--- config.mk ---
export PLATFORM = sky130hd
export DESIGN_NAME = clook_cell
export DESIGN_NICKNAME = d
export VERILOG_FILES = /design/src/clook_pkg.sv /design/src/clook_cell.sv
export SDC_FILE = /design/constraint.sdc
export NUM_CORES = 1
export LEC_CHECK = 0
export BUFFER_PORTS_ARGS = -buffer_cell sky130_fd_sc_hd__buf_2
export CAP_MARGIN = 25
export CORE_MARGIN = 4
export CORE_UTILIZATION = 35
export DETAILED_ROUTE_END_ITERATION = 8
export GPL_TIMING_DRIVEN = 0
export PLACE_DENSITY = 0.67
export SLEW_MARGIN = 40
export SYNTH_ARGS = -nofsm -noshare
export SYNTH_HDL_FRONTEND = slang
export SYNTH_SLANG_ARGS = --single-unit
--- constraint.sdc ---
create_clock -name clk -period 2.1 [get_ports clk]
set_input_delay 0.105 -clock clk [delete_from_list [all_inputs] [get_ports clk]]
set_output_delay 0.105 -clock clk [all_outputs]
set_load 0.01 [all_outputs]
--- src/clook_pkg.sv ---
// ----------------------------------------------------------------------------
// clook_pkg: shared types and constants of the C-LOOK request queue
// Queue depth, sector width, status codes, the sequencer state and the
// control word that the top level broadcasts to every cell.
// ----------------------------------------------------------------------------
`default_nettype none

package clook_pkg;

  localparam int QUEUE_DEPTH = 64;
  localparam int SECTOR_BITS = 48;
  localparam int COUNT_W     = $clog2(QUEUE_DEPTH + 1);

  localparam logic KIND_ADD      = 1'b0;
  localparam logic KIND_DISPATCH = 1'b1;

  typedef enum logic [1:0] {
    ST_ADDED      = 2'd0,
    ST_FULL       = 2'd1,
    ST_DISPATCHED = 2'd2,
    ST_EMPTY      = 2'd3
  } status_t;

  typedef enum logic [1:0] {
    PH_IDLE,
    PH_COMPARE,
    PH_APPLY
  } phase_t;

  typedef struct packed {
    logic [SECTOR_BITS-1:0] sector;
    logic                   is_write;
  } entry_t;

  typedef struct packed {
    logic                   compare_en;
    logic                   apply_add;
    logic                   apply_pop;
    logic                   new_above_head;
    logic [SECTOR_BITS-1:0] head;
    entry_t                 new_entry;
  } cell_ctrl_t;

endpackage

`default_nettype wire

--- src/clook_cell.sv ---
// ----------------------------------------------------------------------------
// clook_cell: one slot of the ordered request queue
// Compares its stored sector against the head and the new sector, joins the
// insertion ripple, and loads from its left or right neighbor when the row
// shifts.
// ----------------------------------------------------------------------------
`default_nettype none

module clook_cell
  import clook_pkg::*;
(
  input  wire logic       clk,
  input  wire cell_ctrl_t ctrl,
  input  wire logic       occupied,
  input  wire logic       at_tail,
  input  wire logic       found_in,
  output logic            found_out,
  input  wire entry_t     left_entry,
  input  wire entry_t     right_entry,
  output entry_t          entry
);

  logic match;
  logic below_head;
  logic above_new;
  logic cond;

  always_comb begin
    below_head = entry.sector < ctrl.head;
    above_new  = ctrl.new_entry.sector < entry.sector;
    cond       = ctrl.new_above_head ? (below_head | above_new) : (below_head & above_new);
  end

  assign found_out = found_in | match;

  always_ff @(posedge clk) begin
    if (ctrl.compare_en) begin
      match <= occupied & cond;
    end
    if (ctrl.apply_add) begin
      // The first matching slot (or the tail when none matches) takes the new
      // word; every slot after it moves one place to the right.
      if (!found_in && (match || at_tail)) begin
        entry <= ctrl.new_entry;
      end else if (found_in) begin
        entry <= left_entry;
      end
    end
    if (ctrl.apply_pop) begin
      entry <= right_entry;
    end
  end

endmodule

`default_nettype wire

---- Word-level counts from Yosys, hierarchy flattened ----
Cells that the tools add are included.
word-level totals
  register bits ........................... 50
  latch bits .............................. 0
  RAM bits ................................ 0
  ROM bits ................................ 0
  bits of input ports ..................... 203
  output and inout bits ................... 50
  logic and storage cells ................. 20
  memories kept ........................... 0
operators by class
  add/sub/neg operators ................... 0
  $mul .................................... 0
  divide/modulo/power cells ............... 0
  $lt $le $gt $ge ......................... 2
  eq/ne operators ......................... 0
  shift-type cells ........................ 0
  multiplexer cells ....................... 5
  bitwise logic cells ..................... 4
  reduce and logical (&&, ||, !) cells .... 6
operators by type and width
  kind                 number
  49-bit two-way mux   4
  48-bit < comparator  2
  3-bit nonzero test   1
  1-bit AND            2
  1-bit OR             2
  2-bit AND reduction  1
  2-bit nonzero test   1
  1-bit logical AND    1
  1-bit logical NOT    1
  1-bit logical OR     1
  1-bit two-way mux    1

---- Longest topological paths before layout ----
Gate-level depths: netlist (run 1).
  depth in word-level cells ............... 5
  gate-level depth with buffers ........... 9
  depth with buffers taken out ............ 9

---- Worst setup path after synthesis (run 1) ----
Ideal clock, no wire load.
  path kind ............................... reg2reg
  from .................................... reg entry[38] (netlist bit)
  to ...................................... reg match (data pin)
  setup time .............................. 0.140 ns
  data arrival time ....................... 2.205 ns
  required time ........................... 1.960 ns
  slack ................................... -0.245 ns
  cell stages (with the launch flop) ...... 9
  path buffers ............................ 0
  clock period less this slack ............ 2.345 ns
  cell sequence ........................... edfxtp_1 -> ha_1 -> a21o_1 -> a21o_1 -> a221o_1 -> a2111o_1 -> a311oi_2 -> o221ai_2 -> a21boi_2
on the way
  longest elaborated chain between the ends .. 4
  elaborated cells between the ends (all ways) .. 6
  those cells by class .................... order compare (2); mux (1); bitwise (3)
RTL lines
  what                                    line                                source
  start: declaration                      clook_cell.sv:20                    output entry_t entry
  start signal: assignment                clook_cell.sv:44                    entry <= ctrl.new_entry;
  start signal: assignment                clook_cell.sv:46                    entry <= left_entry;
  start signal: assignment                clook_cell.sv:50                    entry <= right_entry;
  48-bit < comparator (on tied branches)  clook_cell.sv:29, clook_cell.sv:30
  1-bit AND or 1-bit OR (tied branches)   clook_cell.sv:31                    cond = ctrl.new_above_head ? (below_head | above_new) : (below_head & above_new);
  1-bit two-way mux *                     clook_cell.sv:31
  1-bit AND *                             clook_cell.sv:38                    match <= occupied & cond;
  end signal: assignment                  clook_cell.sv:38
  end: declaration                        clook_cell.sv:23                    logic match;
Mark *: on every way between the ends. The rest lies on a longest branch, timed or not.
A chain may end at the register's enable or synchronous reset.

---- Worst setup path after layout (run 1) ----
  from .................................... reg entry[36] (netlist bit)
  to ...................................... reg match (data pin)
The elaborated chain is that of the path after synthesis.

==> parameters.txt, run 1 <==
Parameter                              Value

Floorplanning
  Floorplan core area ... around 0.014 sq mm
  Initial Utilization ... 35.60%
  Vertical die dimension ... 126.6 um
  Total number of placement rows ... 43
  DIE AREA ... around 0.016 sq mm
  Width of the die ... between 100 and 150 um
  Number of I/O pins ... ~250

Pwr
  Switching power ... approximately 1200 uW
  Leakage power ... around 0.0037 uW
  Switching Fraction ... around a third
  Power per standard cell area ... 513.9 mW/mm^2
  Combinational share of power ... 37.4%
  Register share of total power ... between 30% and 40%
  IR Drop Worst-Case VDD ... 276.5 uV
  Clock power share ... ~24%
  Cell internal power dissipation ... between 2000 and 2500 uW

Yosys
  Post-synthesis instance area ... between 0.004 and 0.005 sq mm
  Leading cell types by total area after synthesis ... sky130_fd_sc_hd__edfxtp_1 (31%), sky130_fd_sc_hd__ha_1 (24%), sky130_fd_sc_hd__mux2i_1 (10%)
  Leading cell types by count after synthesis ... sky130_fd_sc_hd__inv_1 (99), sky130_fd_sc_hd__ha_1 (94), sky130_fd_sc_hd__nand2_1 (68)
  Top-count cell post-synth ... sky130_fd_sc_hd__inv_1
  Number of enable flip-flop cells after synthesis ... 50
  Mean post-synth cell area ... 8.917 sq um
  Number of unique standard cell types used by synthesis ... 40
  Gate count of the mapped netlist ... 552
  Cell taking the most area after synthesis ... sky130_fd_sc_hd__edfxtp_1
  Asr flop ratio synth ... 0%
  Prevailing post-synth register cell ... sky130_fd_sc_hd__edfxtp_1
  Sequential fraction of the synthesis area ... 30.50%
  Mapped Nets ... about 850
  Fraction of synthesized cell area taken by the top area cell type ... between 30 and 40%
  Number of flip-flops and latches in the synthesized netlist ... 50
  Total of warnings raised by yosys ... 0

STA
  RSZ-0062 raised after global routing ... true
  Post-route clock skew ... 14.19 ps
  Final Slew Violations ... 0
  Final setup violation count ... 1
  Final worst slack ... -315.3 ps
  Slew margin rel. ... ~51%
  Post-layout min period ... between 2000 and 2500 ps
  F_max ... between 400 and 500 MHz
  Hold violation total from the final report ... 0
  Hold slack ... roughly 75 ps
  Slew at the pin closest to its max-slew limit ... around 730 ps
  Post-route fraction of the period consumed by the critical path ... 115.0%

Detailed routing
  Length of routed wiring on met1 ... 6.574 mm
  Detailed-routed wire length on met3 ... roughly 1.1 mm
  Post-route antenna net violation count ... 0
  Vias post-DR ... 4884
  Post-route DRC violation count ... 0
  Post-detailed-routing wire length ... 15.70 mm
  Top sig layer ... met4
  Amount of wire on met2 after detailed routing ... 7.744 mm
  Drt first pass iters ... 4
  Vias per Instance ... 4.913
  Routed wire length per instance ... roughly 16 um
  Detailed Route Iter0 Violations ... 160

Global routing
  Initial antenna violation count ... 0
  All-layer global routing usage ... between 10% and 20%
  Global-route wire length before repair ... around 25 mm
  Via count of the first global-routing pass ... about 5000
  Maximum number of pins on one net before global-route repair ... 50
  Grt total ovfl ... 0

Cells and area
  Share of the core filled with cells in the final layout ... between 40% and 50%
  Area used by multi-input combinational logic ... slightly above 0.003 sq mm
  Post-synthesis to final-layout area growth ... 35.49%
  Area occupied by registers ... approximately 0.0015 sq mm
  Final Instance Area ... ~0.0067 sq mm
  Final nets ... between 1000 and 1500
  Share of post-route cells with drive strength above 1 ... a little over a third
  Antenna cells ... 0
  Filler instances ... 1384

Placement
  Count of input and output buffers ... around 250
  Placed instance area ... ~0.0064 sq mm
  Placer's final routability congestion estimate ... 0.8522
  Post-DP HPWL ... ~13 mm

Clock tree
  Clock sink count ... 50
  Clock Latency Late Sink ... 300 ps
  Root Buffer Master ... sky130_fd_sc_hd__clkbuf_16
  Inserted Clock Buffers ... 5
  Clock Pin Slew Worst Setup and Hold Paths ... about 80 ps
  Clock tree from TritonCTS ... built
  Clk buf depth ... 2
  CTS HTree Levels ... 2

Worst setup path
  Largest driver fanout on the critical path ... 3
  Arrival time of the worst setup path ... approximately 2600 ps
  Startpoint kind of the worst setup timing path ... flip-flop
  CP Capture Type ... flip-flop
  Kind of critical path ... flip-flop to flip-flop
  Data required time of the critical path ... ~2300 ps

Run
  # Max-Cap Violations ... 0

Run status
  Run status ... finished with violations
  Violated checks ... negative setup slack

Worst hold path
  Class of the most critical hold timing path ... input port to flip-flop
path summary, 6_finish.rpt:
path                    from        end  slack [ps]  cells after the start
max                entry[36]      match        -320                      8
min          right_entry[31]  entry[31]          70                      3
max reg2reg        entry[36]      match        -320                      8
min reg2reg        entry[32]      match        1070                      5
state kept, by name, indices dropped and copies added (netlist names):
name / count
entry: 49
match: 1
critical path: stages (launching register included):
cell and delay (ps):
sky130_fd_sc_hd__edfxtp_1 390, sky130_fd_sc_hd__ha_1 310, sky130_fd_sc_hd__a21oi_1 140, sky130_fd_sc_hd__o21ai_1 100
sky130_fd_sc_hd__a221o_1 360, sky130_fd_sc_hd__a2111o_1 410, sky130_fd_sc_hd__a311oi_2 280, sky130_fd_sc_hd__o221ai_2 140
sky130_fd_sc_hd__a21boi_2 140
power by group through the flow:
stage | Sequential, uW | Clock (uW) | Combinational (uW)
CTS | 1320 | 857 | 1300
finish | 1320 | 825 | 1280
global route | 1340 | 887 | 1460
global placement | 1340 | 0 | 1220
floorplan | 1370 | 0 | 672
detailed placement | 1340 | 0 | 1240
cells in the final DEF (no fill, tap or decap), drive strengths merged:
master / n
dlygate4sd3: 1
o21bai: 1
nand3: 7
a2111oi: 2
or2: 1
a21o: 11
a2111o: 3
edfxtp: 50
o31ai: 3
a221oi: 2
nor2: 10
a311oi: 2
o22ai: 1
nor3: 4
o311ai: 1
nand4: 16
nand2: 68
nand2b: 4
buf: 256
mux2i: 49
and4: 1
a211oi: 5
clkbuf: 19
clkinv: 2
a221o: 1
o21a: 2
a21oi: 28
nor2b: 2
o21ai: 61
nor4: 3
a21boi: 3
o221ai: 2
inv: 99
ha: 94
through the flow:
| stage | worst slack [ps] | std cells | setup TNS [ps] | total power [uW] |
|---|---|---|---|---|
| 2_1_floorplan | -245.0 | 552 | -245.0 | 2042 |
| 3_3_place_gp | -561.6 | 983 | -24930 | 2560 |
| 3_5_place_dp | -551.7 | 983 | -5215 | 2584 |
| 4_1_cts | -377.5 | 995 | -377.5 | 3476 |
| 5_1_grt | -439.6 | 994 | -439.6 | 3683 |
| 6_report | -315.3 | 994 | -315.3 | 3427 |
cell families after synthesis:
kind of cell	after synthesis	synth area share [%]
muxes	49	9.964
AOI/OAI and AO/OA	128	16.12
and+or+nand+nor	116	10.70
buffers and inverters	115	8.821
adders and majority gates	94	23.89
DFF	50	30.50
layer usage:
metal,global-route usage [%],up-vias
met5,0,-
met4,5.300,0
met3,4.126,19
li1,-,2476
met2,34.81,161
met1,22.58,2228
area by class of cell:
type,count,area share [%]
Multi-Input combinational cell,387,46.21
Sequential cell,50,22.51
Timing Repair Buffer,255,19.32
Inverter,99,5.572
Tap cell,180,3.377
Clock buffer,6,1.932
Buffer,15,0.9381
Clock inverter,2,0.1313
timing repair:
| action | 4_1_cts | 5_1_grt |
|---|---|---|
| resized for setup | 12 | 6 |
| cloned | 0 | 0 |
| setup endpoints to repair | 20 | 16 |
| endpoints found under the hold margin | 1 | 0 |
| pin swaps | 8 | 3 |
| setup buffers | 3 | 0 |
| hold buffers | 1 | 0 |
(Power assumes the default switching activity.)
==> inputs of run 2 (changes only) <==
- GPL_TIMING_DRIVEN: 0 -> not set
- PLACE_DENSITY: 0.67 -> not set
- PLACE_DENSITY_LB_ADDON: not set -> 0.2
==> run 2 against run 1 <==
The run still ends with negative setup slack left. Sequential share of layout area is 1.1 points lower. Sequential power hardly changed. Global-route usage shrank 0.50 points. Critical path depth stayed put. Combinational power is 12% higher. Clock skew down 8.3 ps. Fmax is 4.3% higher. Count of clock-buffer cells in the layout is the same. Total power rose by 3.4%. Critical endpoint unchanged. Highest routed layer unchanged.
==> parameters.txt, run 2 (same netlist as run 1, synthesis figures left out) <==
Parameter                              Value

Floorplanning
  DIE AREA ... 0.01603 sq mm
  Number of I/O pins ... around 250
  Floorplan core area ... 0.01383 sq mm
  Width of the die ... 126.6 um
  Total number of placement rows ... 43
  Initial Utilization ... approximately 36%
  Vertical die dimension ... 126.6 um

STA
  Final Slew Violations ... 0
  Post-route clock skew ... 5.846 ps
  Final worst slack ... -214.7 ps
  Hold violation total from the final report ... 0
  Slew margin rel. ... a little over half
  RSZ-0062 raised after global routing ... true
  Final setup violation count ... 1
  F_max ... roughly 430 MHz
  Post-route fraction of the period consumed by the critical path ... 110.2%
  Slew at the pin closest to its max-slew limit ... 709.5 ps
  Total negative setup slack ... -214.7 ps
  Post-layout min period ... 2315 ps

Detailed routing
  Vias post-DR ... between 4000 and 5000
  Post-route DRC violation count ... 0
  Post-route antenna net violation count ... 0
  Vias per Instance ... roughly 4.8
  Routed wire length per instance ... roughly 15 um
  Drt first pass iters ... 4
  Detailed Route Iter0 Violations ... slightly below 200
  Post-detailed-routing wire length ... 15.52 mm

Clock tree
  CTS HTree Levels ... 2
  Hold-fix buffers at CTS ... 0
  Clock sink count ... 50
  Clock Pin Slew Worst Setup and Hold Paths ... 70 ps
  Clock Latency Late Sink ... 300 ps
  Clk buf depth ... 2
  Root Buffer Master ... sky130_fd_sc_hd__clkbuf_16
  Clock tree from TritonCTS ... built
  Inserted Clock Buffers ... 5

Pwr
  Switching Fraction ... about a third
  Power per standard cell area ... 504.6 mW/mm^2
  Leakage power ... 0.003929 uW
  Cell internal power dissipation ... ~2400 uW
  Combinational share of power ... roughly two fifths
  Register share of total power ... about 37%
  Clock power share ... a little under a quarter
  IR Drop Worst-Case VDD ... 300.6 uV
  Switching power ... 1160 uW

Worst setup path
  CP Capture Type ... flip-flop
  Startpoint kind of the worst setup timing path ... flip-flop
  Arrival time of the worst setup path ... between 2000 and 2500 ps
  Data required time of the critical path ... between 2000 and 2500 ps
  Kind of critical path ... flip-flop to flip-flop
  Largest driver fanout on the critical path ... 2

Global routing
  Grt total ovfl ... 0
  All-layer global routing usage ... 18.61%
  Global-route wire length before repair ... around 24 mm
  Initial antenna violation count ... 0
  Via count of the first global-routing pass ... ~5100
  Maximum number of pins on one net before global-route repair ... slightly below 100

Cells and area
  Biggest regs ... entry: 49 flops, match: 1 flops
  Most common cell after layout, fill and taps aside ... sky130_fd_sc_hd__buf_2
  Most frequent cells in the layout ... sky130_fd_sc_hd__buf_2 (252), sky130_fd_sc_hd__inv_1 (99), sky130_fd_sc_hd__ha_1 (87)
  Share of the core filled with cells in the final layout ... about half
  Filler instances ... around 1400
  Max reg flops ... 49
  Share of post-route cells with drive strength above 1 ... about two fifths
  Reg with most FFs ... entry
  Final nets ... approximately 1100
  Post-synthesis to final-layout area growth ... 42.68%
  Antenna cells ... 0

Run
  # Max-Cap Violations ... 0

Worst hold path
  Class of the most critical hold timing path ... input port to flip-flop

Placement
  Placer's final routability congestion estimate ... between 0.9 and 1
  Post-DP HPWL ... between 10 and 15 mm
  Count of input and output buffers ... around 250

Run status
  Violated checks ... negative setup slack
  Run status ... finished with violations
run 2: changes by cell type in the layout (fill, tap and decap cells not counted), moves of 2 or more:
cell                       change
sky130_fd_sc_hd__ha_4          +4
sky130_fd_sc_hd__clkbuf_1     -11
sky130_fd_sc_hd__buf_4        +46
sky130_fd_sc_hd__ha_1          -5
sky130_fd_sc_hd__clkbuf_2      -2
run 2: power groups by stage:
stage	combinational [uW]	clock, uW	sequential [uW]
after floorplan	672	0	1370
after global placement	1340	0	1320
after detailed placement	1390	0	1320
after CTS	1420	843	1300
after global routing	1610	871	1320
final	1430	811	1310
run 2: worst max-delay path, cell delays in order, from the launching register on:
cell,delay [ps]
sky130_fd_sc_hd__edfxtp_1,430
sky130_fd_sc_hd__ha_4,240
sky130_fd_sc_hd__a21o_1,140
sky130_fd_sc_hd__a21o_1,170
sky130_fd_sc_hd__a221o_1,290
sky130_fd_sc_hd__a2111o_1,380
sky130_fd_sc_hd__a311oi_2,250
sky130_fd_sc_hd__o221ai_2,140
sky130_fd_sc_hd__a21boi_2,130
run 2: per-stage QoR:
step	setup slack, ps	area (sq um)	std cells	power [uW]	hold WS (ps)
floorplan	-245.0	4925	552	2042	217.5
global placement	-235.2	6740	1017	2661	306.8
detailed placement	-305.0	6740	1017	2712	314.6
CTS	-290.8	6944	1027	3569	1.874
global route	-323.5	7023	1028	3807	3.282
finish	-214.7	7023	1028	3544	13.58
run 2: final cells by class:
| class | count | area (sq um) | area share (%) |
|---|---|---|---|
| clock buffer | 6 | 128.9 | 1.835 |
| clock inverter | 2 | 8.758 | 0.1247 |
| sequential | 50 | 1501 | 21.38 |
| timing repair buffer | 304 | 1668 | 23.75 |
| tap | 180 | 225.2 | 3.207 |
| inverter | 99 | 371.6 | 5.291 |
| multi-input combinational | 387 | 3119 | 44.41 |
run 2: path summary, 6_finish.rpt:
check        startpoint    end  cells past startpoint  slack, ps
min reg2reg   entry[48]  match                      5        990
min           ctrl[100]  match                      1         10
max           entry[38]  match                      8       -210
max reg2reg   entry[38]  match                      8       -210
run 2: repair_timing:
action	in CTS	in global routing
cloned	0	0
pin swaps	5	7
resized for setup	6	8
setup buffers	2	1
setup endpoints to repair	1	1
run 2: routing by layer:
metal / wire length, um / global-route usage (%) / share of wire [%] / up-vias
li1: - / - / - / 2554
met2: 7510 / 33.06 / 48 / 173
met1: 6620 / 23.04 / 43 / 2219
met4: 189 / 4.227 / 1.2 / 0
met5: 0 / 0 / 0 / -
met3: 1201 / 4.084 / 7.7 / 13
==> inputs of run 3 (changes only) <==
- HOLD_SLACK_MARGIN: not set -> 0.05
==> run 3 against run 2 <==
The run still ends with negative setup slack left. Fmax about the same. Setup slack about the same. Count of clock-buffer cells in the layout is the same. Cell count is essentially flat. Die area unchanged. Sequential share of layout area hardly changed. Critical path depth did not move. Via count is 0.14% higher. Sequential power barely moved. Hold slack improved by 72 ps.
==> parameters.txt, run 3 (same netlist as run 1, synthesis figures left out) <==
Parameter                              Value

Placement
  Placed instance area ... 0.006740 sq mm
  Post-DP HPWL ... about 13 mm
  Worst setup slack before clock tree synthesis ... -305.0 ps
  Placer's final routability congestion estimate ... between 0.9 and 1
  Count of input and output buffers ... about 250

Cells and area
  Final nets ... between 1000 and 1500
  Most common cell after layout, fill and taps aside ... sky130_fd_sc_hd__buf_2
  Antenna cells ... 0
  Share of post-route cells with drive strength above 1 ... about two fifths
  Biggest regs ... entry: 49 flops, match: 1 flops
  Post-synthesis to final-layout area growth ... 42.88%
  Final Instance Area ... ~0.007 sq mm
  Area occupied by registers ... between 0.0015 and 0.002 sq mm
  Area used by multi-input combinational logic ... 0.003119 sq mm
  Filler instances ... 1350
  Max reg flops ... 49
  Most frequent cells in the layout ... sky130_fd_sc_hd__buf_2 (252), sky130_fd_sc_hd__inv_1 (99), sky130_fd_sc_hd__ha_1 (87)
  Reg with most FFs ... entry

Global routing
  All-layer global routing usage ... 18.61%
  Via count of the first global-routing pass ... around 5100
  Grt total ovfl ... 0
  Initial antenna violation count ... 0
  Maximum number of pins on one net before global-route repair ... 99
  Global-route wire length before repair ... roughly 24 mm

Worst setup path
  Kind of critical path ... flip-flop to flip-flop
  Critical register-to-register path endpoint ... match
  Arrival time of the worst setup path ... ~2500 ps
  Data required time of the critical path ... approximately 2300 ps
  Largest driver fanout on the critical path ... 2
  FF-to-FF setup slack ... -210 ps
  RR Startpoint ... entry[38]
  Launching instance or port of the critical path ... entry[38]
  CP Capture Type ... flip-flop
  Startpoint kind of the worst setup timing path ... flip-flop
  Number of cell instances on the worst register-to-register path ... 8

STA
  F_max ... ~430 MHz
  Hold slack ... 85.71 ps
  Final setup violation count ... 1
  Hold violation total from the final report ... 0
  Slew margin rel. ... 52.41%
  Slew at the pin closest to its max-slew limit ... slightly above 700 ps
  Total negative setup slack ... -214.5 ps
  RSZ-0062 raised after global routing ... true
  Final Slew Violations ... 0
  Post-route clock skew ... roughly 5.2 ps
  Final worst slack ... -214.5 ps
  Post-layout min period ... between 2000 and 2500 ps
  Post-route fraction of the period consumed by the critical path ... 110.2%

Detailed routing
  Routed wire length per instance ... 15.08 um
  Drt first pass iters ... 4
  Post-detailed-routing wire length ... 15.51 mm
  Vias per Instance ... 4.826
  Vias post-DR ... between 4000 and 5000
  Post-route DRC violation count ... 0
  Detailed Route Iter0 Violations ... about 180
  Post-route antenna net violation count ... 0

Run
  # Max-Cap Violations ... 0

Clock tree
  Root Buffer Master ... sky130_fd_sc_hd__clkbuf_16
  Clock Pin Slew Worst Setup and Hold Paths ... ~70 ps
  Clock Latency Late Sink ... around 300 ps
  Clk buf depth ... 2
  CTS HTree Levels ... 2
  Inserted Clock Buffers ... 5
  Clock sink count ... 50
  Clock tree from TritonCTS ... built

Pwr
  Leakage power ... between 0.003 and 0.004 uW
  Cell internal power dissipation ... 2385 uW
  IR Drop Worst-Case VDD ... between 200 and 300 uV
  Total power of the final layout ... 3545 uW
  Combinational share of power ... 40.3%
  Power per standard cell area ... 504.0 mW/mm^2
  Switching power ... roughly 1200 uW
  Switching Fraction ... about a third
  Clock power share ... a little under a quarter
  Register share of total power ... a little under two fifths

Floorplanning
  Initial Utilization ... a little over a third
  Vertical die dimension ... about 130 um
  DIE AREA ... ~0.016 sq mm
  Total number of placement rows ... 43
  Width of the die ... 126.6 um
  Number of I/O pins ... 253
  Floorplan core area ... roughly 0.014 sq mm

Run status
  Run status ... finished with violations
  Violated checks ... negative setup slack

Worst hold path
  Class of the most critical hold timing path ... input port to flip-flop
  Endpoint with the worst hold slack ... entry[8]
  Number of cells on the worst hold path ... 3
  HP Start ... right_entry[8]
[run 3: final cells by class]
cell class                      instances  area share (%)
Clock buffer                            6           1.832
Clock inverter                          2          0.1245
Inverter                               99           5.284
Tap cell                              180           3.202
Timing Repair Buffer                  305           23.86
Multi-Input combinational cell        387           44.35
Sequential cell                        50           21.35
[run 3: timing repair]
item / CTS / global route
gates resized for setup: 6 / 8
hold buffers: 1 / 0
setup endpoints to repair: 1 / 1
hold endpoints to repair: 1 / 0
buffers inserted: 2 / 1
pin swaps: 5 / 7
[run 3: worst max path at each step]
| stage | endpoint | slack (ps) | depth (start not counted) |
|---|---|---|---|
| 6_report | match | -210 | 8 |
| 5_1_grt | match | -320 | 8 |
| 4_1_cts | match | -290 | 8 |
| 3_5_place_dp | match | -300 | 8 |
| 3_3_place_gp | match | -240 | 8 |
| 2_1_floorplan | match | -240 | 8 |
[run 3: power by group through the flow]
stage	sequential, uW	clock (uW)	combinational (uW)
floorplan	1370	0	672
global placement	1320	0	1340
detailed placement	1320	0	1390
CTS	1300	843	1420
global route	1320	871	1620
finish	1310	810	1430
[run 3: worst max-delay path, stage by stage, from the launching register on]
cell and delay, ps:
sky130_fd_sc_hd__edfxtp_1 430, sky130_fd_sc_hd__ha_4 240, sky130_fd_sc_hd__a21o_1 140, sky130_fd_sc_hd__a21o_1 170, sky130_fd_sc_hd__a221o_1 290, sky130_fd_sc_hd__a2111o_1 380, sky130_fd_sc_hd__a311oi_2 260, sky130_fd_sc_hd__o221ai_2 140
sky130_fd_sc_hd__a21boi_2 130
[run 3: metal layers]
| layer | part of all wire (%) | GRT usage [%] |
|---|---|---|
| met1 | 43 | 23.04 |
| met2 | 48 | 33.06 |
| met3 | 7.4 | 4.084 |
| met4 | 1.2 | 4.227 |
| met5 | 0 | 0 |
[run 3: through the flow]
step | utilization [%] | instances
3_5_place_dp | 48.75 | 1017
2_1_floorplan | - | 552
4_1_cts | 50.29 | 1028
5_1_grt | 50.86 | 1029
6_report | 50.86 | 1029
3_3_place_gp | 48.75 | 1017
